===== src/design/mbh_pkg.sv =====
// mbh_pkg: shared types and constants for the multiboot master handshake
// no dependencies; used by every design file and the checker

package mbh_pkg;

    localparam int HDR_IDX_W = 7;
    localparam int CFG_ADDR_W = 4;
    localparam int CFG_DATA_W = 32;

    // register indexes (byte address bits [3:2])
    localparam logic [1:0] REG_PALETTE = 2'd0;
    localparam logic [1:0] REG_ROUNDS  = 2'd1;
    localparam logic [1:0] REG_PROBES  = 2'd2;

    localparam logic [7:0] PALETTE_RST = 8'h81;
    localparam logic [7:0] ROUNDS_RST  = 8'd32;
    localparam logic [7:0] PROBES_RST  = 8'd16;

    // status codes
    localparam logic [2:0] ST_BUSY   = 3'd0;
    localparam logic [2:0] ST_READY  = 3'd1;
    localparam logic [2:0] ST_NOSYNC = 3'd2;
    localparam logic [2:0] ST_WRONG  = 3'd3;
    localparam logic [2:0] ST_HEADER = 3'd4;

    // protocol words
    localparam logic [15:0] WORD_PROBE   = 16'h6200;
    localparam logic [15:0] WORD_MASK    = 16'h6100;
    localparam logic [15:0] WORD_PALETTE = 16'h6300;
    localparam logic [15:0] WORD_HSHAKE  = 16'h6400;
    localparam logic [15:0] REPLY_CLIENT = 16'h7200;
    localparam logic [15:0] CLIENT_ID_MASK = 16'hFFF0;
    localparam logic [7:0]  REPLY_PALETTE_HI = 8'h73;

    // handshake byte = 0x11 + 0xff + 0xff + answer, modulo 256
    localparam logic [7:0] HS_OFFSET = 8'((16'h11 + 16'hFF + 16'hFF) & 16'hFF);

    typedef struct packed {
        logic [7:0] palette_byte;
        logic [7:0] discovery_rounds;
        logic [7:0] probes_per_round;
    } cfg_t;

    typedef struct packed {
        logic        func;
        logic [15:0] reply_word;
        logic [15:0] header_half;
    } item_t;

    typedef struct packed {
        logic [15:0] send_word;
        logic        send_valid;
        logic        wait_frame;
        logic [2:0]  status;
        logic [3:0]  clients_found;
        logic [7:0]  client_answer;
        logic [7:0]  handshake_value;
    } result_t;

endpackage


===== src/design/mbh_regs.sv =====
// mbh_regs: apb configuration registers (palette byte, round limit, probes per round)
// depends on mbh_pkg

module mbh_regs (
    input  logic                           clk,
    input  logic                           rst_n,
    input  logic                           psel,
    input  logic                           penable,
    input  logic                           pwrite,
    input  logic [mbh_pkg::CFG_ADDR_W-1:0] paddr,
    input  logic [mbh_pkg::CFG_DATA_W-1:0] pwdata,
    output logic [mbh_pkg::CFG_DATA_W-1:0] prdata,
    output logic                           pready,
    output mbh_pkg::cfg_t                  cfg
);

    mbh_pkg::cfg_t cfg_reg;
    logic          wr_en;
    logic [1:0]    reg_idx;

    assign pready  = 1'b1;
    assign wr_en   = psel & penable & pwrite;
    assign reg_idx = paddr[3:2];
    assign cfg     = cfg_reg;

    always_ff @(posedge clk or negedge rst_n)
    begin
        if (!rst_n)
        begin
            cfg_reg.palette_byte     <= mbh_pkg::PALETTE_RST;
            cfg_reg.discovery_rounds <= mbh_pkg::ROUNDS_RST;
            cfg_reg.probes_per_round <= mbh_pkg::PROBES_RST;
        end
        else if (wr_en)
        begin
            case (reg_idx)
                mbh_pkg::REG_PALETTE: cfg_reg.palette_byte     <= pwdata[7:0];
                mbh_pkg::REG_ROUNDS:  cfg_reg.discovery_rounds <= pwdata[7:0];
                mbh_pkg::REG_PROBES:  cfg_reg.probes_per_round <= pwdata[7:0];
                default: ;
            endcase
        end
    end

    always_comb
    begin
        case (reg_idx)
            mbh_pkg::REG_PALETTE: prdata = {24'd0, cfg_reg.palette_byte};
            mbh_pkg::REG_ROUNDS:  prdata = {24'd0, cfg_reg.discovery_rounds};
            mbh_pkg::REG_PROBES:  prdata = {24'd0, cfg_reg.probes_per_round};
            default:              prdata = '0;
        endcase
    end

endmodule


===== src/design/mbh_seq.sv =====
// mbh_seq: handshake phase sequencer; holds the exchange state and forms each result
// depends on mbh_pkg

module mbh_seq #(
    parameter int HEADER_HALVES = 96
) (
    input  logic             clk,
    input  logic             rst_n,
    input  logic             advance,
    input  mbh_pkg::item_t   item,
    input  mbh_pkg::cfg_t    cfg,
    output mbh_pkg::result_t result
);

    localparam logic [2:0] PH_IDLE    = 3'd0;
    localparam logic [2:0] PH_DISC    = 3'd1;
    localparam logic [2:0] PH_MASKCHK = 3'd2;
    localparam logic [2:0] PH_HEADER  = 3'd3;
    localparam logic [2:0] PH_CONF1   = 3'd4;
    localparam logic [2:0] PH_CONF2   = 3'd5;
    localparam logic [2:0] PH_PALETTE = 3'd6;
    localparam logic [2:0] PH_HSHAKE  = 3'd7;

    localparam logic [7:0] HDR_COUNT = 8'(HEADER_HALVES);

    logic [2:0]                      phase_reg, phase_next;
    logic [7:0]                      round_count_reg, round_count_next;
    logic [7:0]                      probe_count_reg, probe_count_next;
    logic [3:0]                      client_mask_reg, client_mask_next;
    logic [mbh_pkg::HDR_IDX_W-1:0]   header_index_reg, header_index_next;
    logic [7:0]                      answer_byte_reg, answer_byte_next;
    logic [7:0]                      handshake_byte_reg, handshake_byte_next;

    logic [7:0]                      probe_inc;
    logic [7:0]                      round_inc;
    logic [mbh_pkg::HDR_IDX_W-1:0]   index_inc;
    logic [3:0]                      mask_seen;
    logic [15:0]                     countdown;
    logic [15:0]                     word;
    logic                            word_valid;
    logic                            wait_flag;
    logic [2:0]                      status;

    assign probe_inc = probe_count_reg + 8'd1;
    assign round_inc = round_count_reg + 8'd1;
    assign index_inc = header_index_reg + 1'b1;
    assign mask_seen = ((item.reply_word & mbh_pkg::CLIENT_ID_MASK) == mbh_pkg::REPLY_CLIENT)
                       ? (client_mask_reg | item.reply_word[3:0]) : client_mask_reg;
    // expected countdown reply during the header
    assign countdown = {8'(HDR_COUNT - {1'b0, header_index_reg}), 4'd0, client_mask_reg};

    always_comb
    begin
        phase_next          = phase_reg;
        round_count_next    = round_count_reg;
        probe_count_next    = probe_count_reg;
        client_mask_next    = client_mask_reg;
        header_index_next   = header_index_reg;
        answer_byte_next    = answer_byte_reg;
        handshake_byte_next = handshake_byte_reg;
        word       = 16'd0;
        word_valid = 1'b0;
        wait_flag  = 1'b0;
        status     = mbh_pkg::ST_BUSY;

        if (!item.func)
        begin
            phase_next          = PH_DISC;
            round_count_next    = 8'd0;
            probe_count_next    = 8'd0;
            client_mask_next    = 4'd0;
            header_index_next   = '0;
            answer_byte_next    = 8'd0;
            handshake_byte_next = 8'd0;
            word       = mbh_pkg::WORD_PROBE;
            word_valid = 1'b1;
        end
        else
        begin
            case (phase_reg)
                PH_DISC:
                begin
                    client_mask_next = mask_seen;
                    if (probe_inc < cfg.probes_per_round)
                    begin
                        probe_count_next = probe_inc;
                        word       = mbh_pkg::WORD_PROBE;
                        word_valid = 1'b1;
                    end
                    else
                    begin
                        probe_count_next = 8'd0;
                        if (mask_seen != 4'd0)
                        begin
                            phase_next = PH_MASKCHK;
                            word       = mbh_pkg::WORD_MASK | {12'd0, mask_seen};
                            word_valid = 1'b1;
                        end
                        else
                        begin
                            round_count_next = round_inc;
                            if (round_inc >= cfg.discovery_rounds)
                            begin
                                phase_next = PH_IDLE;
                                status     = mbh_pkg::ST_NOSYNC;
                            end
                            else
                            begin
                                word       = mbh_pkg::WORD_PROBE;
                                word_valid = 1'b1;
                                wait_flag  = 1'b1;
                            end
                        end
                    end
                end
                PH_MASKCHK:
                begin
                    if (item.reply_word != (mbh_pkg::REPLY_CLIENT | {12'd0, client_mask_reg}))
                    begin
                        phase_next = PH_IDLE;
                        status     = mbh_pkg::ST_WRONG;
                    end
                    else
                    begin
                        phase_next        = PH_HEADER;
                        header_index_next = '0;
                        word       = item.header_half;
                        word_valid = 1'b1;
                    end
                end
                PH_HEADER:
                begin
                    if (item.reply_word != countdown)
                    begin
                        phase_next = PH_IDLE;
                        status     = mbh_pkg::ST_HEADER;
                    end
                    else
                    begin
                        header_index_next = index_inc;
                        if ({1'b0, index_inc} < HDR_COUNT)
                        begin
                            word       = item.header_half;
                            word_valid = 1'b1;
                        end
                        else
                        begin
                            phase_next = PH_CONF1;
                            word       = mbh_pkg::WORD_PROBE;
                            word_valid = 1'b1;
                        end
                    end
                end
                PH_CONF1:
                begin
                    if (item.reply_word != {12'd0, client_mask_reg})
                    begin
                        phase_next = PH_IDLE;
                        status     = mbh_pkg::ST_WRONG;
                    end
                    else
                    begin
                        phase_next = PH_CONF2;
                        word       = mbh_pkg::WORD_PROBE | {12'd0, client_mask_reg};
                        word_valid = 1'b1;
                    end
                end
                PH_CONF2:
                begin
                    if (item.reply_word != (mbh_pkg::REPLY_CLIENT | {12'd0, client_mask_reg}))
                    begin
                        phase_next = PH_IDLE;
                        status     = mbh_pkg::ST_WRONG;
                    end
                    else
                    begin
                        phase_next = PH_PALETTE;
                        word       = mbh_pkg::WORD_PALETTE | {8'd0, cfg.palette_byte};
                        word_valid = 1'b1;
                    end
                end
                PH_PALETTE:
                begin
                    if (item.reply_word[15:8] != mbh_pkg::REPLY_PALETTE_HI)
                    begin
                        word       = mbh_pkg::WORD_PALETTE | {8'd0, cfg.palette_byte};
                        word_valid = 1'b1;
                    end
                    else
                    begin
                        answer_byte_next    = item.reply_word[7:0];
                        handshake_byte_next = item.reply_word[7:0] + mbh_pkg::HS_OFFSET;
                        phase_next = PH_HSHAKE;
                        word       = mbh_pkg::WORD_HSHAKE
                                     | {8'd0, item.reply_word[7:0] + mbh_pkg::HS_OFFSET};
                        word_valid = 1'b1;
                    end
                end
                PH_HSHAKE:
                begin
                    phase_next = PH_IDLE;
                    status     = (item.reply_word[15:8] != mbh_pkg::REPLY_PALETTE_HI)
                                 ? mbh_pkg::ST_WRONG : mbh_pkg::ST_READY;
                end
                default: ;  // idle: reply ignored
            endcase
        end

        result.send_word       = word;
        result.send_valid      = word_valid;
        result.wait_frame      = wait_flag;
        result.status          = status;
        result.clients_found   = client_mask_next;
        result.client_answer   = answer_byte_next;
        result.handshake_value = handshake_byte_next;
    end

    always_ff @(posedge clk or negedge rst_n)
    begin
        if (!rst_n)
        begin
            phase_reg          <= PH_IDLE;
            round_count_reg    <= 8'd0;
            probe_count_reg    <= 8'd0;
            client_mask_reg    <= 4'd0;
            header_index_reg   <= '0;
            answer_byte_reg    <= 8'd0;
            handshake_byte_reg <= 8'd0;
        end
        else if (advance)
        begin
            phase_reg          <= phase_next;
            round_count_reg    <= round_count_next;
            probe_count_reg    <= probe_count_next;
            client_mask_reg    <= client_mask_next;
            header_index_reg   <= header_index_next;
            answer_byte_reg    <= answer_byte_next;
            handshake_byte_reg <= handshake_byte_next;
        end
    end

endmodule


===== src/design/multiboot_master_handshake.sv =====
// multiboot_master_handshake: top level; input register, sequencer, result register, apb port
// depends on mbh_pkg, mbh_regs, mbh_seq

// Master-side sequencer for a serial multiboot handshake. Push a word with func=0 to start
// (the result asks for the first probe 0x6200); after each exchange push func=1 with the
// 16-bit reply and the next header halfword. Every input word gives exactly one result word
// carrying the next word to transmit (send_word/send_valid), a frame-wait flag, a status code
// and the current client mask, palette answer and handshake byte. A status other than busy
// means the handshake ended; the block then idles until the next start. Throughput is one
// word per clock while the output side is not stalled: a word waits in the input register,
// the sequencer decides the phase update and the reply in a single pass, and the result
// sits in an output register, which out_valid marks as full. in_stall rises only when the
// input register holds a word that cannot move because the output register is full and
// stalled. Configuration (palette byte, round limit, probes per round) sits on an APB port
// at byte addresses 0x0, 0x4, 0x8 and should be written only while no word is in flight.

module multiboot_master_handshake #(
    parameter int HEADER_HALVES = 96
) (
    input  logic        clk,
    input  logic        rst_n,
    // input channel
    input  logic        in_valid,
    output logic        in_stall,
    input  logic        func,
    input  logic [15:0] reply_word,
    input  logic [15:0] header_half,
    // result channel
    output logic        out_valid,
    input  logic        out_stall,
    output logic [15:0] send_word,
    output logic        send_valid,
    output logic        wait_frame,
    output logic [2:0]  status,
    output logic [3:0]  clients_found,
    output logic [7:0]  client_answer,
    output logic [7:0]  handshake_value,
    // configuration port
    input  logic        psel,
    input  logic        penable,
    input  logic        pwrite,
    input  logic [3:0]  paddr,
    input  logic [31:0] pwdata,
    output logic [31:0] prdata,
    output logic        pready
);

    mbh_pkg::cfg_t    cfg;
    mbh_pkg::item_t   item_reg;
    mbh_pkg::result_t result;
    mbh_pkg::result_t out_reg;
    logic             item_valid_reg;
    logic             out_valid_reg;
    logic             advance;    // word in the input register moves to the output register
    logic             in_accept;

    mbh_regs u_regs (
        .clk     (clk),
        .rst_n   (rst_n),
        .psel    (psel),
        .penable (penable),
        .pwrite  (pwrite),
        .paddr   (paddr),
        .pwdata  (pwdata),
        .prdata  (prdata),
        .pready  (pready),
        .cfg     (cfg)
    );

    mbh_seq #(
        .HEADER_HALVES (HEADER_HALVES)
    ) u_seq (
        .clk     (clk),
        .rst_n   (rst_n),
        .advance (advance),
        .item    (item_reg),
        .cfg     (cfg),
        .result  (result)
    );

    // output register free when empty or being taken this cycle
    assign advance   = item_valid_reg & (~out_valid_reg | ~out_stall);
    assign in_stall  = item_valid_reg & ~advance;
    assign in_accept = in_valid & ~in_stall;

    // input register
    always_ff @(posedge clk or negedge rst_n)
    begin
        if (!rst_n)
        begin
            item_valid_reg <= 1'b0;
        end
        else if (!in_stall)
        begin
            item_valid_reg <= in_valid;
        end
    end

    always_ff @(posedge clk)
    begin
        if (in_accept)
        begin
            item_reg.func        <= func;
            item_reg.reply_word  <= reply_word;
            item_reg.header_half <= header_half;
        end
    end

    // result register
    always_ff @(posedge clk or negedge rst_n)
    begin
        if (!rst_n)
        begin
            out_valid_reg <= 1'b0;
        end
        else if (advance)
        begin
            out_valid_reg <= 1'b1;
        end
        else if (!out_stall)
        begin
            out_valid_reg <= 1'b0;
        end
    end

    always_ff @(posedge clk)
    begin
        if (advance)
        begin
            out_reg <= result;
        end
    end

    assign out_valid       = out_valid_reg;
    assign send_word       = out_reg.send_word;
    assign send_valid      = out_reg.send_valid;
    assign wait_frame      = out_reg.wait_frame;
    assign status          = out_reg.status;
    assign clients_found   = out_reg.clients_found;
    assign client_answer   = out_reg.client_answer;
    assign handshake_value = out_reg.handshake_value;

endmodule


===== config.mk =====
export PLATFORM = sky130hd
export DESIGN_NAME = multiboot_master_handshake
export DESIGN_NICKNAME = d
export VERILOG_FILES = /design/src/design/mbh_pkg.sv /design/src/design/mbh_regs.sv /design/src/design/mbh_seq.sv /design/src/design/multiboot_master_handshake.sv
export SDC_FILE = /design/constraint.sdc
export NUM_CORES = 1
export LEC_CHECK = 0
export BUFFER_PORTS_ARGS = -buffer_cell sky130_fd_sc_hd__buf_2
export CORE_AREA = 2 2 151 153
export DETAILED_ROUTE_END_ITERATION = 10
export DIE_AREA = 0 0 153 155
export GPL_TIMING_DRIVEN = 0
export MAX_ROUTING_LAYER = met4
export PLACE_DENSITY = 0.6
export SYNTH_ARGS = -nofsm -noshare
export SYNTH_HDL_FRONTEND = slang
export SYNTH_SLANG_ARGS = --single-unit

===== constraint.sdc =====
create_clock -name clk -period 3.5 [get_ports clk]
set_input_delay 0.525 -clock clk [delete_from_list [all_inputs] [get_ports clk]]
set_output_delay 0.525 -clock clk [all_outputs]
set_load 0.03 [all_outputs]

### Word level (Yosys, flattened, before mapping)

Index checks and enable logic that the tools add are counted.

* add/sub/neg operators: 5
* bitwise operators: 13
* equality and inequality tests: 26
* order comparisons: 3
* reduce and logical (&&, ||, !) cells: 11
* mux-type cells: 59

Operators by type and width (count)
* 2-to-1 mux 8 bit: 13
* case mux 16 bit (6 select lines): 1
* 2-to-1 mux 16 bit: 5
* 2-to-1 mux 15 bit: 3
* 2-to-1 mux 3 bit: 12
* case mux 8 bit (3 select lines): 1
* 2-to-1 mux 7 bit: 3
* case mux 3 bit (7 select lines): 1
* adder 8 x 1 -> 8 bit (second input constant): 2
* inequality test 16 x 15 -> 1 bit: 1
* inequality test 16 bit: 1
* inequality test 16 x 4 -> 1 bit: 1
* case mux 3 bit (5 select lines): 1
* case mux 7 bit (2 select lines): 1
* equality test 12 x 11 -> 1 bit (second input constant): 1
* equality test 3 bit (second input constant): 4
* 2-to-1 mux 4 bit: 3
* inequality test 3 bit (second input constant): 4
* 2-to-1 mux 11 bit: 1
* 2-to-1 mux 2 bit: 5
* adder 8 x 4 -> 8 bit (second input constant): 1
* greater-or-equal comparator 8 bit: 1
* less-than comparator 8 bit: 1
* 2-to-1 mux 1 bit: 8
* other kinds (26): 42

* logic and storage cells: 139
* flip-flop bits (word level): 146
* input bits: 76
* output and inout port bits: 76

### Depth between registers and ports, before layout

Gate-level depths: netlist of the first run.

* depth after elaboration: 7
* gate-level depth with buffers: 12
* mapped depth without buffers: 12

### Cells and area by module

A second synthesis of the first run with hierarchy kept.

* cells, all modules: 727
* area, all modules: 7850.0 µm²

By module, submodules not included
* mbh_seq: seq. area each 1151.1 µm², area each 4196.5 µm², cells an instance 537, instances 1
* multiboot_master_handshake: seq. area each 2272.2 µm², area each 2314.7 µm², cells an instance 82, instances 1
* mbh_regs: seq. area each 605.6 µm², area each 1338.8 µm², cells an instance 108, instances 1

### Worst setup path before layout of the first run

Ideal clock, no wire load.

* path kind: reg2reg
* start: reg u_seq.probe_count_reg[0]
* end: reg out_reg, in the netlist send_word[0] (data pin)
* path slack: 651 ps
* path buffers: 1
* data required time: 3234 ps
* stages on the path, launching flop included: 13
* library setup time: 266 ps
* period minus slack after synthesis: 2849 ps
* arrival time: 2583 ps
* path through: dfrtp_1 > and3_1 > nand3_1 > nor2_1 > xor2_1 > ha_1 > a211oi_1 > o21ai_0 > o22ai_1 > clkbuf_1 > nor2_1 > a221oi_1 > nor2_1

* cells in the longest elaborated chain, start to end: 4

RTL lines
* start, declared: RTL line mbh_seq.sv:28 `logic [7:0] probe_count_reg, probe_count_next;`
* start signal, assigned: RTL line mbh_seq.sv:234 `probe_count_reg <= probe_count_next;`
* adder 8 x 1 -> 8 bit: RTL line mbh_seq.sv:44 `assign probe_inc = probe_count_reg + 8'd1;`
* less-than comparator 8 bit: RTL line mbh_seq.sv:84 `if (probe_inc < cfg.probes_per_round)`
* 2-to-1 mux 16 bit: RTL line mbh_seq.sv:84
* case mux 16 bit (6 select lines): RTL line mbh_seq.sv:80 `case (phase_reg)`
* end signal, assigned: RTL line multiboot_master_handshake.sv:130 `out_reg <= result;`
* end, declared: RTL line multiboot_master_handshake.sv:51 `mbh_pkg::result_t out_reg;`

Every way passes these cells.
A chain may end at the register's enable or synchronous reset.

### Worst setup path after layout of the first run

Same ends and word-level chain as after synthesis.

==> flow_summary.yaml, run 1 <==
drt:
  highest_layer: "met4"
  ant_nets: 0
  drt_wl_total_um: 18200
  vias_per_cell: 5.00
  met2WireLength_um: 8720
  drc: 0
  wl_met1_um: 8450
  wl_met3_um: 770
  firstDrtPassIters: 5
  dr_total_vias: 5743
  wl_per_cell_um: 15.9
  drtIter0Drc: 438
worst_setup_path:
  crit_slowest_cell: "a221oi_1"
  critical_path_required_ns: 3.65
  crit_top_cell: "nor2_1"
  start_kind: "flop"
  cp-end-kind: "flop"
  worst-setup-path-type: "flop to flop"
  reg2reg_depth: 12
  cp_max_fo: 10
  slowest_delay_ns: 0.44
  path_cells: "and3_1, nand3_1, nor2_1, xor2_1, ha_1, a211oi_1, o21ai_0, o22ai_2, buf_2, nor2_1, a221oi_1, nor2_1"
  arrival_ns: 3.45
pwr:
  p_sw_mw: 1.25
  internal_power_mw: 3.53
  vdd_drop_max_v: 0.000304
  p_sw_share_pct: 26.2
  p_leak_nw: 4.02
  p_seq_share_pct: 43.1
  clockPowerShare_pct: 43.8
  p_per_area_nw_per_um2: 514
  combPwrFrac_pct: 13.1
grt:
  overflow: 0
  grt_pass1_wl_um: 29300
  grt_pass1_vias: 5503
  grt_max_degree: 67
  antenna_found_initial: 0
  globalRouteTotalUtil_pct: 16.1
clock_tree:
  cts_buffer_depth: 2
  clkLatencyLatePin_ns: 0.42
  path_clk_slew_ns: 0.06
  htree_levels: 4
  postCtsSetupBuffers: 0
  cts_tree: "built"
  clock-sinks: 146
  cts_buffers: 17
  cts_root_buf: "clkbuf_16"
sta:
  slew_headroom_pct: 17.9
  max_freq_ghz: 0.303
  rsz0062_at_grt: "false"
  fin_crit_sh_pct: 94.3
  hold_violations: 0
  whs_ns: 0.277
  finClkSkew_ns: 0.0101
  drv_slew: 0
  setup_slack_ns: 0.198
  tns_ns: 0
  period_needed_ns: 3.30
  worst_pin_slew_ns: 1.22
  finalSetupViolCount: 0
floorplan:
  die_w_um: 153
  die_h_um: 155
  rows: 55
  io_pins: 152
  coreArea_um2: 22200
  die-area_um2: 23700
  initial_core_util_pct: 34.3
logic_synthesis:
  netlist_area_um2: 7620
  synth_warnings: 0
  synthDistinctLibCells: 68
  synth_ff_type: "edfxtp_1"
  async_reset_ff_share_pct: 49.3
  ys_ff_latch: 146
  syn_avg_cell_area_um2: 10.8
  synth_cells: 706
  synth_area_leaders: "edfxtp_1 29%, dfrtp_1 22%, ha_1 3.9%, mux2_2 3.2%, nand2_1 3.2%"
  synth_top_area_share_pct: 29.1
  synth.largest_area_cell: "edfxtp_1"
  ys_seq_area_share_pct: 52.8
  synth_edf_count: 74
worst_hold_path:
  hold_class: "input pin to flop"
  hold_depth: 1
finish:
  n_antenna_cell: 0
  final_cell_mix: "100 x buf_2, 74 x edfxtp_1, 68 x dfrtp_1, 65 x nand2_1, 64 x nor2_1"
  area_growth_pct: 21.9
  nNetsFinal: 950
  final_common_cell: "buf_2"
  drive_above_1_share_pct: 24.9
  largest_reg_flops: 33
  final_area_um2: 9300
outcome:
  status: "finished clean"
place:
  post_dp_cell_area_um2: 8600
  dp_hpwl_um: 13400
  place.gp.congestion: 0.826
  io_buffers: 100
  place_ws_ns: -0.0719
run:
  cap_violations: 0
==> cell families after synthesis <==
kind of cell    count (synthesis)  share of synthesized area, %
flops                         146                          52.8
xor+xnor                       28                          3.22
other cells                     2                        0.0985
compound gates                154                          14.0
simple gates                  225                          14.6
fa+ha+maj                      24                          3.94
buf+inv                        88                          5.81
mux                            39                          5.56
==> final cells by class <==
class	instances	area [µm²]
buffer	59	335
sequential	146	4030
tap	285	357
multi-input combinational	495	3250
clock buffer	17	425
clock inverter	15	251
inverter	29	109
timing repair buffer	102	541
fill	2159	12900
==> worst paths after layout <==
path | startpoint | slack [ns] | to
max reg2reg | u_seq.probe_count_reg[0] | 0.20 | send_word[0]
max in group asynchronous | rst_n | 2.43 | u_regs.cfg[23]
max | u_seq.probe_count_reg[0] | 0.20 | send_word[0]
min | header_half[8] | 0.28 | item_reg[8]
min in group asynchronous | rst_n | 0.47 | out_valid
min reg2reg | u_seq.handshake_byte_reg[4] | 0.48 | u_seq.handshake_byte_reg[4]
==> power by group through the flow <==
stage | clock network, mW | registers (mW) | logic [mW]
2_1_floorplan | 0 | 2.12 | 0.387
3_3_place_gp | 0 | 2.09 | 0.620
3_5_place_dp | 0 | 2.10 | 0.632
4_1_cts | 2.13 | 2.06 | 0.635
5_1_grt | 2.20 | 2.08 | 0.707
6_report | 2.09 | 2.06 | 0.628
==> cells in the mapped netlist, drive strengths merged (5+ instances only) <==
master	instances
mux2i	15
o31ai	16
inv	28
nand4	19
clkbuf	27
nand3	13
dfrtp	68
a21oi	29
and3	9
xor2	10
nand2b	5
nand2	65
a221oi	9
mux2	24
nor3	6
edfxtp	74
ha	24
nor2	65
a211oi	8
xnor2	18
a32o	7
o21ai	51
a21bo	7
nor2b	9
buf	32
and2	8
==> critical path: cells and delay by family, from the launching register on <==
family / cells / cell delay, ns
adder cells (fa/ha/maj): 1 / 0.28
buffers and inverters: 1 / 0.30
XOR/XNOR: 1 / 0.22
AND/OR/NAND/NOR: 5 / 0.67
AO/OA/AOI/OAI: 4 / 1.13
flip-flops: 1 / 0.43
==> metrics by stage <==
step                instances  power, mW  utilization (%)
finish                   1148       4.78             41.8
global route             1148       4.99             41.8
CTS                      1148       4.83             41.8
detailed placement       1115       2.73             38.7
global placement         1114       2.71             38.5
floorplan                 729       2.51                -
==> per-layer routing <==
metal,track usage [%],vias up
li1,-,2808
met1,21.3,2773
met2,25.5,143
met3,2.98,19
met4,4.59,0
met5,-,-
==> repair_timing <==
action                                  CTS  global route
endpoints found under the setup margin    2             6
endpoints found under the hold margin     6             0
gates resized for setup                   1             3
hold buffers                              1             0
gates cloned                              0             0
(Power assumes the default switching activity.)
==> run 2, diff against run 1 <==
--- a/config.mk
+++ b/config.mk
@@ -7,6 +7,7 @@
 export LEC_CHECK = 0
 export BUFFER_PORTS_ARGS = -buffer_cell sky130_fd_sc_hd__buf_2
 export CORE_AREA = 2 2 151 153
+export CTS_BUF_LIST = sky130_fd_sc_hd__clkbuf_8
 export DETAILED_ROUTE_END_ITERATION = 10
 export DIE_AREA = 0 0 153 155
 export GPL_TIMING_DRIVEN = 0
==> run 2 against run 1 <==
- clock skew increased by 0.0044 ns
- routed wire length decreased by 0.75%
- final cell count unchanged
- core utilization decreased by 0.86 points
- final area decreased by 2.1%
- fmax increased by 1.5%
- largest power group is now registers
- register-to-register slack improved by 0.05 ns
- sequential share of layout area increased by 0.91 points
- highest routed layer unchanged
- global-route usage decreased by 0.15 points
- critical path depth unchanged
- sequential power about the same
- first-iteration DRC count decreased by 3.7%
==> flow_summary.yaml, run 2 (synthesis gave the netlist of run 1 again) <==
outcome:
  status: "finished clean"
sta:
  finClkSkew_ns: 0.0145
  slew_headroom_pct: 17.7
  finalSetupViolCount: 0
  whs_ns: 0.244
  tns_ns: 0
  fin_crit_sh_pct: 93.0
  worst_pin_slew_ns: 1.23
  drv_slew: 0
  max_freq_ghz: 0.307
  period_needed_ns: 3.25
  hold_violations: 0
worst_setup_path:
  crit_top_cell: "nor2_1"
  crit_slowest_cell: "dfrtp_1"
  arrival_ns: 3.44
  slowest_delay_ns: 0.44
  r2r_setup_slack_ns: 0.25
  cp_max_fo: 10
  critical_path_required_ns: 3.69
  start_kind: "flop"
  worst-setup-path-type: "flop to flop"
  path_cells: "and3_1, nand3_1, nor2_1, xor2_1, ha_1, a211oi_1, o21ai_0, o22ai_2, buf_2, nor2_1, a221oi_1, nor2_1"
  cp-end-kind: "flop"
pwr:
  combPwrFrac_pct: 14.6
  p_sw_share_pct: 27.8
  vdd_drop_max_v: 0.000248
  p_sw_mw: 1.19
  clockPowerShare_pct: 37.6
  p_per_area_nw_per_um2: 473
  p_seq_share_pct: 47.8
  internal_power_mw: 3.11
  p_leak_nw: 3.93
drt:
  firstDrtPassIters: 5
  drtIter0Drc: 422
  wl_per_cell_um: 15.7
  dr_total_vias: 5754
  drt_wl_total_um: 18100
  ant_nets: 0
  vias_per_cell: 5.01
  drc: 0
finish:
  fill_cells: 2185
  final_cell_mix: "100 x buf_2, 74 x edfxtp_1, 68 x dfrtp_1, 65 x nand2_1, 64 x nor2_1"
  largest_reg_flops: 33
  final_common_cell: "buf_2"
  area_growth_pct: 19.4
  drive_above_1_share_pct: 24.9
  n_antenna_cell: 0
  nNetsFinal: 950
run:
  cap_violations: 0
floorplan:
  die-area_um2: 23700
  io_pins: 152
  die_w_um: 153
  initial_core_util_pct: 34.3
  rows: 55
  die_h_um: 155
  coreArea_um2: 22200
worst_hold_path:
  hold_class: "input pin to flop"
clock_tree:
  postCtsSetupBuffers: 0
  cts_buffers: 17
  cts_tree: "built"
  clkLatencyLatePin_ns: 0.45
  cts_buffer_depth: 2
  htree_levels: 4
  cts_root_buf: "clkbuf_8"
  path_clk_slew_ns: 0.09
  clock-sinks: 146
grt:
  grt_max_degree: 67
  grt_pass1_vias: 5479
  overflow: 0
  grt_pass1_wl_um: 29000
  antenna_found_initial: 0
  globalRouteTotalUtil_pct: 15.9
place:
  io_buffers: 100
  place.gp.congestion: 0.826
  dp_hpwl_um: 13400
==> run 2: path summary, 6_finish.rpt <==
| check | from | to | depth (start not counted) |
|---|---|---|---|
| worst min-delay path | header_half[8] | item_reg[8] | 1 |
| worst max-delay path | u_seq.probe_count_reg[0] | send_word[0] | 12 |
| worst max register to register | u_seq.probe_count_reg[0] | send_word[0] | 12 |
| worst min register to register | u_seq.answer_byte_reg[0] | u_seq.answer_byte_reg[0] | 2 |
| max in group asynchronous | rst_n | u_regs.cfg[23] | 3 |
| min in group asynchronous | rst_n | out_valid | 2 |
==> run 2: area by class of cell <==
class	instances	area (µm²)	area share [%]
inverter	29	109	1.20
multi-input combinational	495	3250	35.7
tap	285	357	3.92
timing repair buffer	102	541	5.94
clock inverter	15	251	2.76
sequential	146	4030	44.2
buffer	59	335	3.68
clock buffer	17	234	2.57
==> run 2: stage by stage <==
stage	std cells	setup slack, ns	instance area, µm²	power, mW	util (%)
2_1_floorplan	729	0.651	7710	2.51	-
3_3_place_gp	1114	-0.0385	8570	2.71	38.5
3_5_place_dp	1115	-0.0719	8600	2.73	38.7
4_1_cts	1148	0.0469	9100	4.35	40.9
5_1_grt	1148	-0.00582	9110	4.50	41.0
6_report	1148	0.247	9110	4.30	41.0
==> run 2: layer usage <==
metal	track usage, %	vias up	wire length [µm]
li1	-	2813	-
met1	21.1	2767	8440
met2	25.0	154	8620
met3	3.37	20	758
met4	4.28	0	250
met5	-	-	0
==> run 2: timing repair <==
item | 4_1_cts | 5_1_grt
gates resized for setup | 1 | 3
endpoints found under the hold margin | 6 | 0
setup endpoints to repair | 3 | 6
hold buffers | 1 | 0
==> run 2: worst max-delay path: cells and delay by family (launching register included) <==
family,cells,cell delay [ns]
fa+ha+maj,1,0.28
buf+inv,1,0.30
flops,1,0.44
compound gates,4,1.10
simple gates,5,0.66
xor+xnor,1,0.22
==> run 2: power by group through the flow <==
stage                     Combinational, mW  Sequential, mW  Clock, mW
final                                 0.628            2.06       1.62
after global routing                  0.706            2.08       1.72
after CTS                             0.635            2.06       1.66
after detailed placement              0.632            2.10          0
after global placement                0.620            2.09          0
after floorplan                       0.387            2.12          0
